$ cat config.mk
export PLATFORM = sky130hd
export DESIGN_NAME = line_draw_engine
export DESIGN_NICKNAME = d
export VERILOG_FILES = /design/src/rtl/core/lde_pkg.sv /design/src/rtl/core/line_draw_engine.sv /design/src/rtl/core/lde_core.sv
export SDC_FILE = /design/constraint.sdc
export NUM_CORES = 1
export LEC_CHECK = 0
export ABC_AREA = 0
export BUFFER_PORTS_ARGS = -buffer_cell sky130_fd_sc_hd__buf_2
export CAP_MARGIN = 25
export CORE_ASPECT_RATIO = 0.7
export CORE_MARGIN = 8
export CORE_UTILIZATION = 30
export CTS_CLUSTER_SIZE = 10
export DETAILED_ROUTE_END_ITERATION = 10
export MAX_ROUTING_LAYER = met4
export PLACE_DENSITY = 0.58
export REMOVE_ABC_BUFFERS = 1
export SLEW_MARGIN = 20
export SYNTH_ARGS = -nofsm -noshare
export SYNTH_HDL_FRONTEND = slang
export SYNTH_HIERARCHICAL = 1
export SYNTH_SLANG_ARGS = --single-unit
$ cat constraint.sdc
create_clock -name clk -period 6.7 [get_ports clk]
set_clock_uncertainty 0.15 [all_clocks]
set_input_delay 1.34 -clock clk [delete_from_list [all_inputs] [get_ports clk]]
set_output_delay 1.34 -clock clk [all_outputs]
set_load 0.05 [all_outputs]
$ cat src/rtl/core/lde_pkg.sv
`default_nettype none

package lde_pkg;

    // Operation codes carried in a request.
    typedef enum logic [1:0] {
        OP_MOVETO = 2'd0,
        OP_LINETO = 2'd1,
        OP_STEP   = 2'd2,
        OP_PEN    = 2'd3
    } op_t;

    // Status codes returned with each result.
    typedef enum logic [1:0] {
        ST_OK     = 2'd0,
        ST_BADPEN = 2'd1,
        ST_NOLINE = 2'd2,
        ST_BUSY   = 2'd3
    } status_t;

    // Pen colour after reset (white) and the lowest pen a context may select.
    localparam logic [7:0] PEN_RESET = 8'd15;
    localparam logic [7:0] PEN_MIN   = 8'd16;

    // One drawing request.
    typedef struct packed {
        op_t                operation;
        logic [3:0]         context_req;
        logic signed [15:0] coord_x;
        logic signed [15:0] coord_y;
        logic [7:0]         pen_index;
    } req_t;

    // One drawing result.
    typedef struct packed {
        logic       has_pixel;
        logic [15:0] pixel_address;
        logic [7:0] pixel_colour;
        logic       last_pixel;
        status_t    status;
    } rsp_t;

endpackage

`default_nettype wire

$ cat src/rtl/core/line_draw_engine.sv
`default_nettype none

// Line drawing engine. Each request yields exactly one result, in order. A lineto
// request returns the first pixel of the line and every step request during a line
// returns the next pixel, one Bresenham iteration per request; the walk state is
// updated in the same cycle, so the engine sustains one request per clock while the
// result side does not stall. A request passes an input register and then the
// result register before its result is offered. Pixel addresses are y*SCREEN_W+x,
// truncated to 16 bits. Requests other than step return a busy status while a line
// is still being walked.
module line_draw_engine #(
    parameter int SCREEN_W     = 320,
    parameter int SCREEN_H     = 200,
    parameter int NUM_CONTEXTS = 16
) (
    input  wire logic          clk,
    input  wire logic          rst_n,
    input  wire logic          cmd_valid,
    output logic               cmd_stall,
    input  wire lde_pkg::req_t cmd,
    output logic               result_valid,
    input  wire logic          result_stall,
    output lde_pkg::rsp_t      result
);
    import lde_pkg::*;

    logic  in_valid_reg, in_valid_next;
    req_t  in_item_reg;
    logic  out_valid_reg, out_valid_next;
    rsp_t  out_item_reg;
    rsp_t  core_rsp;
    logic  advance, accept;

    // A held request moves on when the result register is free or being taken.
    assign advance   = in_valid_reg && (!out_valid_reg || !result_stall);
    assign cmd_stall = in_valid_reg && !advance;
    assign accept    = cmd_valid && !cmd_stall;

    assign result_valid = out_valid_reg;
    assign result       = out_item_reg;

    lde_core #(
        .SCREEN_W     (SCREEN_W),
        .SCREEN_H     (SCREEN_H),
        .NUM_CONTEXTS (NUM_CONTEXTS)
    ) u_core (
        .clk   (clk),
        .rst_n (rst_n),
        .fire  (advance),
        .req   (in_item_reg),
        .rsp   (core_rsp)
    );

    // Valid flags for both registers.
    always_comb
    begin
        if (accept)
            in_valid_next = 1'b1;
        else if (advance)
            in_valid_next = 1'b0;
        else
            in_valid_next = in_valid_reg;

        if (advance)
            out_valid_next = 1'b1;
        else if (!result_stall)
            out_valid_next = 1'b0;
        else
            out_valid_next = out_valid_reg;
    end

    always_ff @(posedge clk or negedge rst_n)
    begin
        if (!rst_n)
        begin
            in_valid_reg  <= 1'b0;
            out_valid_reg <= 1'b0;
        end
        else
        begin
            in_valid_reg  <= in_valid_next;
            out_valid_reg <= out_valid_next;
        end
    end

    // Payload registers.
    always_ff @(posedge clk)
    begin
        if (accept)
            in_item_reg <= cmd;
        if (advance)
            out_item_reg <= core_rsp;
    end

endmodule

`default_nettype wire

$ cat src/rtl/core/lde_core.sv
`default_nettype none

module lde_core #(
    parameter int SCREEN_W     = 320,
    parameter int SCREEN_H     = 200,
    parameter int NUM_CONTEXTS = 16
) (
    input  wire logic          clk,
    input  wire logic          rst_n,
    input  wire logic          fire,
    input  wire lde_pkg::req_t req,
    output lde_pkg::rsp_t      rsp
);
    import lde_pkg::*;

    localparam int XW = (SCREEN_W > 1) ? $clog2(SCREEN_W) : 1;
    localparam int YW = (SCREEN_H > 1) ? $clog2(SCREEN_H) : 1;
    localparam int CW = (NUM_CONTEXTS > 1) ? $clog2(NUM_CONTEXTS) : 1;
    localparam int EW = ((XW > YW) ? XW : YW) + 3;

    // Per-context pen state.
    logic [XW-1:0] pos_x_reg [NUM_CONTEXTS];
    logic [YW-1:0] pos_y_reg [NUM_CONTEXTS];
    logic [7:0]    pen_reg   [NUM_CONTEXTS];

    // Line walker state.
    logic                 line_active_reg, line_active_next;
    logic [XW-1:0]        walk_x_reg, walk_x_next;
    logic [YW-1:0]        walk_y_reg, walk_y_next;
    logic [XW-1:0]        end_x_reg, end_x_next;
    logic [YW-1:0]        end_y_reg, end_y_next;
    logic signed [EW-1:0] error_term_reg, error_term_next;
    logic [XW-1:0]        span_x_reg, span_x_next;
    logic signed [YW:0]   span_y_neg_reg, span_y_neg_next;
    logic                 dir_x_neg_reg, dir_x_neg_next;
    logic                 dir_y_neg_reg, dir_y_neg_next;
    logic [7:0]           line_pen_reg, line_pen_next;

    logic [CW-1:0]        ctx;
    logic [XW-1:0]        cx, rd_x, dx, step_x, emit_x;
    logic [YW-1:0]        cy, rd_y, dy, step_y, emit_y;
    logic [7:0]           rd_pen;
    logic signed [EW:0]   e2;
    logic signed [EW-1:0] sx_ext, sy_ext, err_step;
    logic                 move_x, move_y;
    logic                 pos_we, pen_we;
    logic [31:0]          addr_full;

    // Saturate the context and clamp the coordinates to the screen.
    always_comb
    begin
        if (32'(req.context_req) > 32'(NUM_CONTEXTS - 1))
            ctx = CW'(NUM_CONTEXTS - 1);
        else
            ctx = req.context_req[CW-1:0];

        if (req.coord_x < 16'sd0)
            cx = '0;
        else if (req.coord_x > 16'(SCREEN_W - 1))
            cx = XW'(SCREEN_W - 1);
        else
            cx = req.coord_x[XW-1:0];

        if (req.coord_y < 16'sd0)
            cy = '0;
        else if (req.coord_y > 16'(SCREEN_H - 1))
            cy = YW'(SCREEN_H - 1);
        else
            cy = req.coord_y[YW-1:0];
    end

    assign rd_x   = pos_x_reg[ctx];
    assign rd_y   = pos_y_reg[ctx];
    assign rd_pen = pen_reg[ctx];

    // Spans for a new line from the stored position to the clamped endpoint.
    assign dx = (cx > rd_x) ? cx - rd_x : rd_x - cx;
    assign dy = (cy > rd_y) ? cy - rd_y : rd_y - cy;

    // One Bresenham iteration from the current walk state.
    always_comb
    begin
        sx_ext = EW'($signed({1'b0, span_x_reg}));
        sy_ext = EW'(span_y_neg_reg);
        e2     = {error_term_reg, 1'b0};
        move_x = (e2 >= (EW+1)'(sy_ext));
        move_y = (e2 <= (EW+1)'(sx_ext));
        err_step = error_term_reg + (move_x ? sy_ext : '0) + (move_y ? sx_ext : '0);
        step_x = walk_x_reg;
        step_y = walk_y_reg;
        if (move_x)
            step_x = dir_x_neg_reg ? walk_x_reg - 1'b1 : walk_x_reg + 1'b1;
        if (move_y)
            step_y = dir_y_neg_reg ? walk_y_reg - 1'b1 : walk_y_reg + 1'b1;
    end

    // Decode the request into a result and the next state.
    always_comb
    begin
        line_active_next = line_active_reg;
        walk_x_next      = walk_x_reg;
        walk_y_next      = walk_y_reg;
        end_x_next       = end_x_reg;
        end_y_next       = end_y_reg;
        error_term_next  = error_term_reg;
        span_x_next      = span_x_reg;
        span_y_neg_next  = span_y_neg_reg;
        dir_x_neg_next   = dir_x_neg_reg;
        dir_y_neg_next   = dir_y_neg_reg;
        line_pen_next    = line_pen_reg;
        pos_we           = 1'b0;
        pen_we           = 1'b0;
        emit_x           = step_x;
        emit_y           = step_y;
        rsp              = '0;
        rsp.status       = ST_OK;

        case (req.operation)
            OP_STEP:
            begin
                if (!line_active_reg)
                    rsp.status = ST_NOLINE;
                else
                begin
                    walk_x_next     = step_x;
                    walk_y_next     = step_y;
                    error_term_next = err_step;
                    rsp.has_pixel   = 1'b1;
                    rsp.pixel_colour = line_pen_reg;
                    rsp.last_pixel  = (step_x == end_x_reg) && (step_y == end_y_reg);
                    line_active_next = !rsp.last_pixel;
                end
            end
            OP_MOVETO:
            begin
                if (line_active_reg)
                    rsp.status = ST_BUSY;
                else
                    pos_we = 1'b1;
            end
            OP_PEN:
            begin
                if (line_active_reg)
                    rsp.status = ST_BUSY;
                else if (req.pen_index < PEN_MIN)
                    rsp.status = ST_BADPEN;
                else
                    pen_we = 1'b1;
            end
            OP_LINETO:
            begin
                if (line_active_reg)
                    rsp.status = ST_BUSY;
                else
                begin
                    pos_we          = 1'b1;
                    walk_x_next     = rd_x;
                    walk_y_next     = rd_y;
                    end_x_next      = cx;
                    end_y_next      = cy;
                    span_x_next     = dx;
                    span_y_neg_next = -$signed({1'b0, dy});
                    dir_x_neg_next  = !(rd_x < cx);
                    dir_y_neg_next  = !(rd_y < cy);
                    error_term_next = EW'($signed({1'b0, dx})) - EW'($signed({1'b0, dy}));
                    line_pen_next   = rd_pen;
                    emit_x          = rd_x;
                    emit_y          = rd_y;
                    rsp.has_pixel   = 1'b1;
                    rsp.pixel_colour = rd_pen;
                    rsp.last_pixel  = (rd_x == cx) && (rd_y == cy);
                    line_active_next = !rsp.last_pixel;
                end
            end
            default:
            begin
                rsp.status = ST_OK;
            end
        endcase

        addr_full = 32'(emit_y) * 32'(SCREEN_W) + 32'(emit_x);
        if (rsp.has_pixel)
            rsp.pixel_address = addr_full[15:0];
    end

    // Context arrays.
    always_ff @(posedge clk or negedge rst_n)
    begin
        if (!rst_n)
        begin
            for (int i = 0; i < NUM_CONTEXTS; i++)
            begin
                pos_x_reg[i] <= '0;
                pos_y_reg[i] <= '0;
                pen_reg[i]   <= PEN_RESET;
            end
        end
        else if (fire)
        begin
            if (pos_we)
            begin
                pos_x_reg[ctx] <= cx;
                pos_y_reg[ctx] <= cy;
            end
            if (pen_we)
                pen_reg[ctx] <= req.pen_index;
        end
    end

    // Walker registers.
    always_ff @(posedge clk or negedge rst_n)
    begin
        if (!rst_n)
        begin
            line_active_reg <= 1'b0;
            walk_x_reg      <= '0;
            walk_y_reg      <= '0;
            end_x_reg       <= '0;
            end_y_reg       <= '0;
            error_term_reg  <= '0;
            span_x_reg      <= '0;
            span_y_neg_reg  <= '0;
            dir_x_neg_reg   <= 1'b0;
            dir_y_neg_reg   <= 1'b0;
            line_pen_reg    <= '0;
        end
        else if (fire)
        begin
            line_active_reg <= line_active_next;
            walk_x_reg      <= walk_x_next;
            walk_y_reg      <= walk_y_next;
            end_x_reg       <= end_x_next;
            end_y_reg       <= end_y_next;
            error_term_reg  <= error_term_next;
            span_x_reg      <= span_x_next;
            span_y_neg_reg  <= span_y_neg_next;
            dir_x_neg_reg   <= dir_x_neg_next;
            dir_y_neg_reg   <= dir_y_neg_next;
            line_pen_reg    <= line_pen_next;
        end
    end

endmodule

`default_nettype wire

=== After elaboration in Yosys (flattened, before gate mapping) ===
Cells that the tools add are included.

* $add $sub $neg: 13
* $mul: 1
* $lt $le $gt $ge: 13
* Equal/unequal tests: 10
* Mux-type cells: 63
* Bitwise gates (word level): 2
* Reduce and logical (&&, ||, !) cells: 24

{| class="wikitable"
|+ Operators with widths
! kind !! number
|-
| $bwmux 128 || 2
|-
| $bwmux 144 || 1
|-
| $mux 9 || 15
|-
| $mux 8 || 14
|-
| $bmux 8 s4 || 2
|-
| $bmux 9 s4 || 1
|-
| $demux 9 s4 || 1
|-
| $mux 12 || 3
|-
| $pmux 9 s2 || 2
|-
| $demux 8 s4 || 1
|-
| $lt 16x1->1 const B || 2
|-
| $add 12x12->12 || 2
|-
| $pmux 12 s2 || 1
|-
| $eq 9x9->1 || 2
|-
| $sub 9x9->9 || 2
|-
| $add 16x9->16 || 1
|-
| $eq 8x8->1 || 2
|-
| $gt 16x10->1 const B || 1
|-
| $gt 16x9->1 const B || 1
|-
| $pmux 8 s2 || 1
|-
| $sub 8x8->8 || 2
|-
| $ge 13x9->1 || 1
|-
| $le 13x10->1 || 1
|-
| $mux 1 || 13
|-
| other kinds (32) || 52
|}

* Register bits after elaboration: 551
* Input port bits: 50
* Output and inout port bits: 30
* Logic and storage cells: 197

=== Logic depth before layout (Yosys ltp) ===
* Depth after elaboration: 9
* Gate-level depth with buffers: 26
* Mapped depth without buffers: 24

=== Modules after synthesis ===
Netlist, hierarchy kept.

{| class="wikitable"
|+ Modules (own cells, without submodules)
! module !! instances !! cells each !! area an instance (sq um) !! sequential area each (sq um)
|-
| lde_core || 1 || 2342 || 25657.1 || 11966.5
|-
| line_draw_engine || 1 || 82 || 2314.7 || 2272.2
|}

=== Least setup slack after synthesis ===
OpenSTA, ideal clock, no wires.

* Path type: reg2reg
* Start: reg in_item_reg[40] in the netlist's numbering
* End: reg u_core.error_term_reg[8]
* Library setup time: 118 ps
* Arrival: 5986 ps
* Required time: 6432 ps
* Path slack: 446 ps
* Cell stages (with the launch flop): 25
* Buffers on the path: 5
* Period minus slack after synthesis: 6254 ps
* Path through: edfxtp_1 buf_2 buf_2 buf_2 buf_1 mux4_2 mux4_2 ha_1 inv_1 or4_4 o31ai_2 buf_4 mux2_2 nand2_1 a21boi_0 o31a_1 inv_1 ha_1 a21o_1 a21o_1 and2_1 a311oi_2 xnor2_1 a21oi_1 a21o_1

* Cells in the longest elaborated chain, start to end: 9
* Elaborated cells between the ends (all ways): 18
* Those cells by class: add/sub: 5; order compare: 2; mux: 10; bitwise: 1

{| class="wikitable"
|+ RTL lines
! element !! RTL line !! source
|-
| start, declared || line_draw_engine.sv:28 || <nowiki>req_t in_item_reg;</nowiki>
|-
| start signal, assigned || line_draw_engine.sv:90 || <nowiki>in_item_reg <= cmd;</nowiki>
|-
| $not 4->5 (implied by the code) (*) || lde_core.sv:73 || <nowiki>assign rd_y = pos_y_reg[ctx];</nowiki>
|-
| $bmux 8 s4 (*) || lde_core.sv:73 ||
|-
| $mux 8 (implied by the code) (*) (2 in series) || lde_core.sv:73 ||
|-
| $sub 8x8->8 or $gt 8x8->1 (tied branches) || lde_core.sv:78 || <nowiki>assign dy = (cy > rd_y) ? cy - rd_y : rd_y - cy;</nowiki>
|-
| $mux 8 (*) || lde_core.sv:78 ||
|-
| via u_core.dy[0] || lde_core.sv:41 || <nowiki>logic [YW-1:0] cy, rd_y, dy, step_y, emit_y;</nowiki>
|-
| $sub 9x8->10 (*) || lde_core.sv:165 || <nowiki>error_term_next = EW'($signed({1'b0, dx})) - EW'($signed({1'b0, dy}));</nowiki>
|-
| $mux 12 (*) || lde_core.sv:152 || <nowiki>if (line_active_reg)</nowiki>
|-
| $pmux 12 s2 (*) || lde_core.sv:118 || <nowiki>case (req.operation)</nowiki>
|-
| end signal, assigned || lde_core.sv:234 || <nowiki>error_term_reg <= error_term_next;</nowiki>
|-
| end, declared || lde_core.sv:32 || <nowiki>logic signed [EW-1:0] error_term_reg, error_term_next;</nowiki>
|}

Mark *: on every way through the listed nets, which the timed path passes. The rest lies on a longest branch. The select of a mux whose other input is x is not followed.
A chain may end at the register's enable or synchronous reset.

=== Final worst setup path ===
* Start: reg in_item_reg[40] in the netlist's numbering
* End: reg u_core.error_term_reg[8]

* Cells in the longest elaborated chain, start to end: 9
* Elaborated cells between the ends (all ways): 18
* Those cells by class: add/sub: 5; order compare: 2; mux: 10; bitwise: 1

{| class="wikitable"
|+ RTL lines
! element !! RTL line !! source
|-
| $not 4->5 (implied by the code) (*) || lde_core.sv:72, lde_core.sv:73 ||
|-
| $bmux 9 s4 or $bmux 8 s4 (tied branches) || lde_core.sv:72, lde_core.sv:73 ||
|-
| $mux 9 (implied by the code) or $mux 8 (tied branches) (2 in series) || lde_core.sv:72, lde_core.sv:73 ||
|-
| $sub 9x9->9 (tied with other cells) || lde_core.sv:77 || <nowiki>assign dx = (cx > rd_x) ? cx - rd_x : rd_x - cx;</nowiki>
|-
| $mux 9 or $mux 8 (tied branches) || lde_core.sv:77, lde_core.sv:78 ||
|-
| $sub 9x8->10 (*) || lde_core.sv:165 ||
|-
| $mux 12 (*) || lde_core.sv:152 ||
|-
| $pmux 12 s2 (*) || lde_core.sv:118 ||
|}

Every way passes the cells marked *; elsewhere a longest branch is shown, timed or not. The select of a mux whose other input is x is not followed.

==> results.md <==
* Outcome: finished clean
* RR Endpoint: u_core/error_term_reg[8]$_DFFE_PN0P_
* Yosys reg bits at 551
* Worst EP required at 7080 ps
* Avg Inst Size Synth at 11.5 um^2
* Most Crowded Layer GR: met1
* Kind of start point of the critical path: flop
* H-tree Lvls at 3
* Crit. End Element: flop
* Layout cell share with drive strength beyond 1 at 23.3%
* Post-CTS Hold Fix Bufs at 0
* Largest net degree at the start of global routing at 131
* Final worst path period need at 5940 ps
* Final period util at 88.6%
* GR Layer Usage met3 at 3.61%
* Detailed-route via count at 18,800
* Clock slew at reported path FFs at 60 ps
* Clock latency on the worst-skew pair at 630 ps
* Num CTS Buffers at 68
* Cts repair resizes at 0
* Critical path start-end classification: flop to flop
* Final hold violations at 0
* Area growth, synth to finish at 14.6%
* Worst slew pin tran at 1040 ps
* DP Wirelength at 50,200 um
* Crit path arrival time at approximately 6300 ps
* Fin nets at between 2,000 and 3,000
* R2r worst-path depth at 19
* M2 GR Usage at 20.6%
* PortBufs at roughly 80
* Cell Area, Synth at between 20,000 and 30,000 um^2
* Pwr dens at 380 nW/um^2
* GRT Util Overall at between 10% and 20%
* Clk pwr share at about 30%
* P_leak at roughly 14 nW
* RR Startpoint: in_item_reg[40]$_DFFE_PP_
* Number of flops mapped to enable cells by yosys at 74
* IO Pins at 80
* Cell Rows at just over 90
* CP startpoint: in_item_reg[40]$_DFFE_PP_
* Net Switching at 4.38 mW
* Hold Startpoint: u_core/pos_x_reg[100]$_DFFE_PN0P_
* Drt wl/cell at about 20 um
* Post-layout util at 34.8%
* Postcts setup bufs at 0
* RSZ-0062 raised after global routing: false
* Ys flop type: dfrtp_1
* Grt ovf at 0
* Crit path capture: u_core/error_term_reg[8]$_DFFE_PN0P_
* Vias in the first global route at ~19,000
* Combinational Power Share at between 30 and 40%
* Post-DRT Antenna Nets at 0
* Sink Count at 551
* MaxCap Viol Count at 0
* Number of library cell types mapped by synthesis at 83
* Min Hold Slack at 325 ps
* Starting density of the core at 30.4%
* Setup violators final at 0
* Vias per cell at 4.97
* Internal power at 7.81 mW
* Post-synth ARST share at between 80% and 90%
* CTS tree: yes
* Core box area at 92,200 um^2
* Slew headroom at 30.5%
* Clock tree root buffer cell: clkbuf_16
* Largest register FFs at 144
* Routability cong. at 0.872
* Max VDD drop at 216 uV
* Slew Limit Fails at 0
* R2R Setup Slk at 760 ps
* CTS Buffer Depth at 3
* First-pass GRT wire length at about 120,000 um
* DRT Pass-1 Iters at 5
* Residual DRC count at 0
* Post-synthesis cell count at between 2,000 and 2,500
* Number of fill cells in the layout at 9,193
* Worst min path class: flop to flop
* Seq pwr share at 35.4%
* Die Width at about 380 um
* Die ar. at 103,000 um^2
* CP max FO at 52
* Starting DRT DRC Count at 1,666
* Initial antenna violation count at 3
* Peak Freq at 168 MHz
* Sw frac at 35.9%
* Sequential fraction of the synthesis area at 50.9%
* M1 GR Usage at roughly 22%
* Synthesis Warnings at 6
* Detailed-route wire length at 75,300 um
* Die height at 271 um
## placed cells by master (no fill, tap or decap), types with 34 or more instances in the layout
cell,instances
a21oi_1,68
buf_2,78
buf_4,54
clkbuf_1,34
clkbuf_16,69
dfrtp_1,413
dfstp_2,64
edfxtp_1,74
ha_1,104
inv_1,91
mux2_2,146
mux4_2,125
nand2_1,368
nor2_1,85
o21ai_0,345
xnor2_1,50
## power groups by stage
stage	Sequential (mW)	Clock, mW	Combinational [mW]
2_1_floorplan	4.39	0	3.07
3_3_place_gp	4.36	0	4.21
3_5_place_dp	4.37	0	4.25
4_1_cts	4.31	3.66	4.29
5_1_grt	4.38	3.79	4.81
6_report	4.32	3.56	4.31
## area by class of cell
cell class                      count  area (um^2)  share of cell area, %
Antenna cell                        3         7.51                 0.0234
Tap cell                         1235         1550                   4.82
Clock buffer                      105         1880                   5.87
Inverter                           91          342                   1.07
Clock inverter                     11          246                  0.769
Sequential cell                   551        14200                   44.4
Multi-Input combinational cell   1642        12800                   40.1
Timing Repair Buffer              141          961                   3.00
## cell families after synthesis
kind of cell | count (synthesis) | share of synthesized area, %
adder cells (fa/ha/maj) | 122 | 5.94
flip-flops | 551 | 50.9
XOR/XNOR | 82 | 2.59
AO/OA/AOI/OAI | 575 | 11.9
multiplexers | 288 | 16.6
buffers and inverters | 231 | 3.31
AND/OR/NAND/NOR | 575 | 8.78
## critical path, stage by stage (launching register included)
cell	delay, ps
edfxtp_1	430
buf_12	400
mux4_2	570
mux4_2	560
ha_1	430
nand4_2	150
or4_4	520
o31ai_2	90
buf_4	240
mux2_2	360
o31a_1	320
inv_1	70
ha_1	270
a21o_1	210
a21o_1	200
and2_1	170
a311oi_2	260
xnor2_1	150
a21oi_1	80
a21o_1	170
## metrics by stage
| step | total power [mW] | instance area, um^2 | instances | setup TNS [ps] | setup WS (ps) |
|---|---|---|---|---|---|
| 6_report | 12.2 | 32100 | 3779 | 0 | 764 |
| 5_1_grt | 13.0 | 32100 | 3778 | 0 | 526 |
| 4_1_cts | 12.3 | 32000 | 3775 | 0 | 774 |
| 3_5_place_dp | 8.61 | 29900 | 3659 | 0 | 764 |
| 3_3_place_gp | 8.57 | 29900 | 3658 | 0 | 802 |
| 2_1_floorplan | 7.46 | 27400 | 2284 | -42990 | -2480 |
## worst min path at each step
stage	to	cells past startpoint	slack [ps]
floorplan	u_core/pos_x_reg[10]$_DFFE_PN0P_	2	290
global placement	u_core/pos_x_reg[12]$_DFFE_PN0P_	2	310
detailed placement	u_core/pos_x_reg[114]$_DFFE_PN0P_	2	320
CTS	u_core/pos_x_reg[114]$_DFFE_PN0P_	2	330
global route	u_core/pos_y_reg[77]$_DFFE_PN0P_	2	350
finish	u_core/pos_x_reg[100]$_DFFE_PN0P_	2	320
## routing by layer
metal	wire length (um)	up-vias
li1	-	8803
met2	31400	513
met4	1490	0
met3	4730	105
met5	0	-
met1	37700	9365
## Yosys cell counts (all sizes together), types with 10 or more instances
library cell / number / share of area, %
nor4: 10 / 0.25
mux2: 148 / 6.0
inv: 91 / 1.2
ha: 104 / 4.7
nor2: 87 / 1.2
a21oi: 70 / 1.3
o21bai: 20 / 0.54
o21ai: 355 / 6.4
nand4: 10 / 0.25
clkbuf: 116 / 1.7
buf: 24 / 0.43
nor3: 22 / 0.41
fa: 18 / 1.3
mux2i: 15 / 0.55
nand2: 372 / 5.0
a22oi: 28 / 0.75
nand3: 15 / 0.29
a21o: 34 / 0.92
nand2b: 11 / 0.25
xor2: 31 / 0.97
mux4: 125 / 10
dfrtp: 413 / 37
o22ai: 17 / 0.38
dfstp: 64 / 6.0
xnor2: 51 / 1.6
edfxtp: 74 / 7.9
nor2b: 26 / 0.58
(Power assumes the default switching activity.)
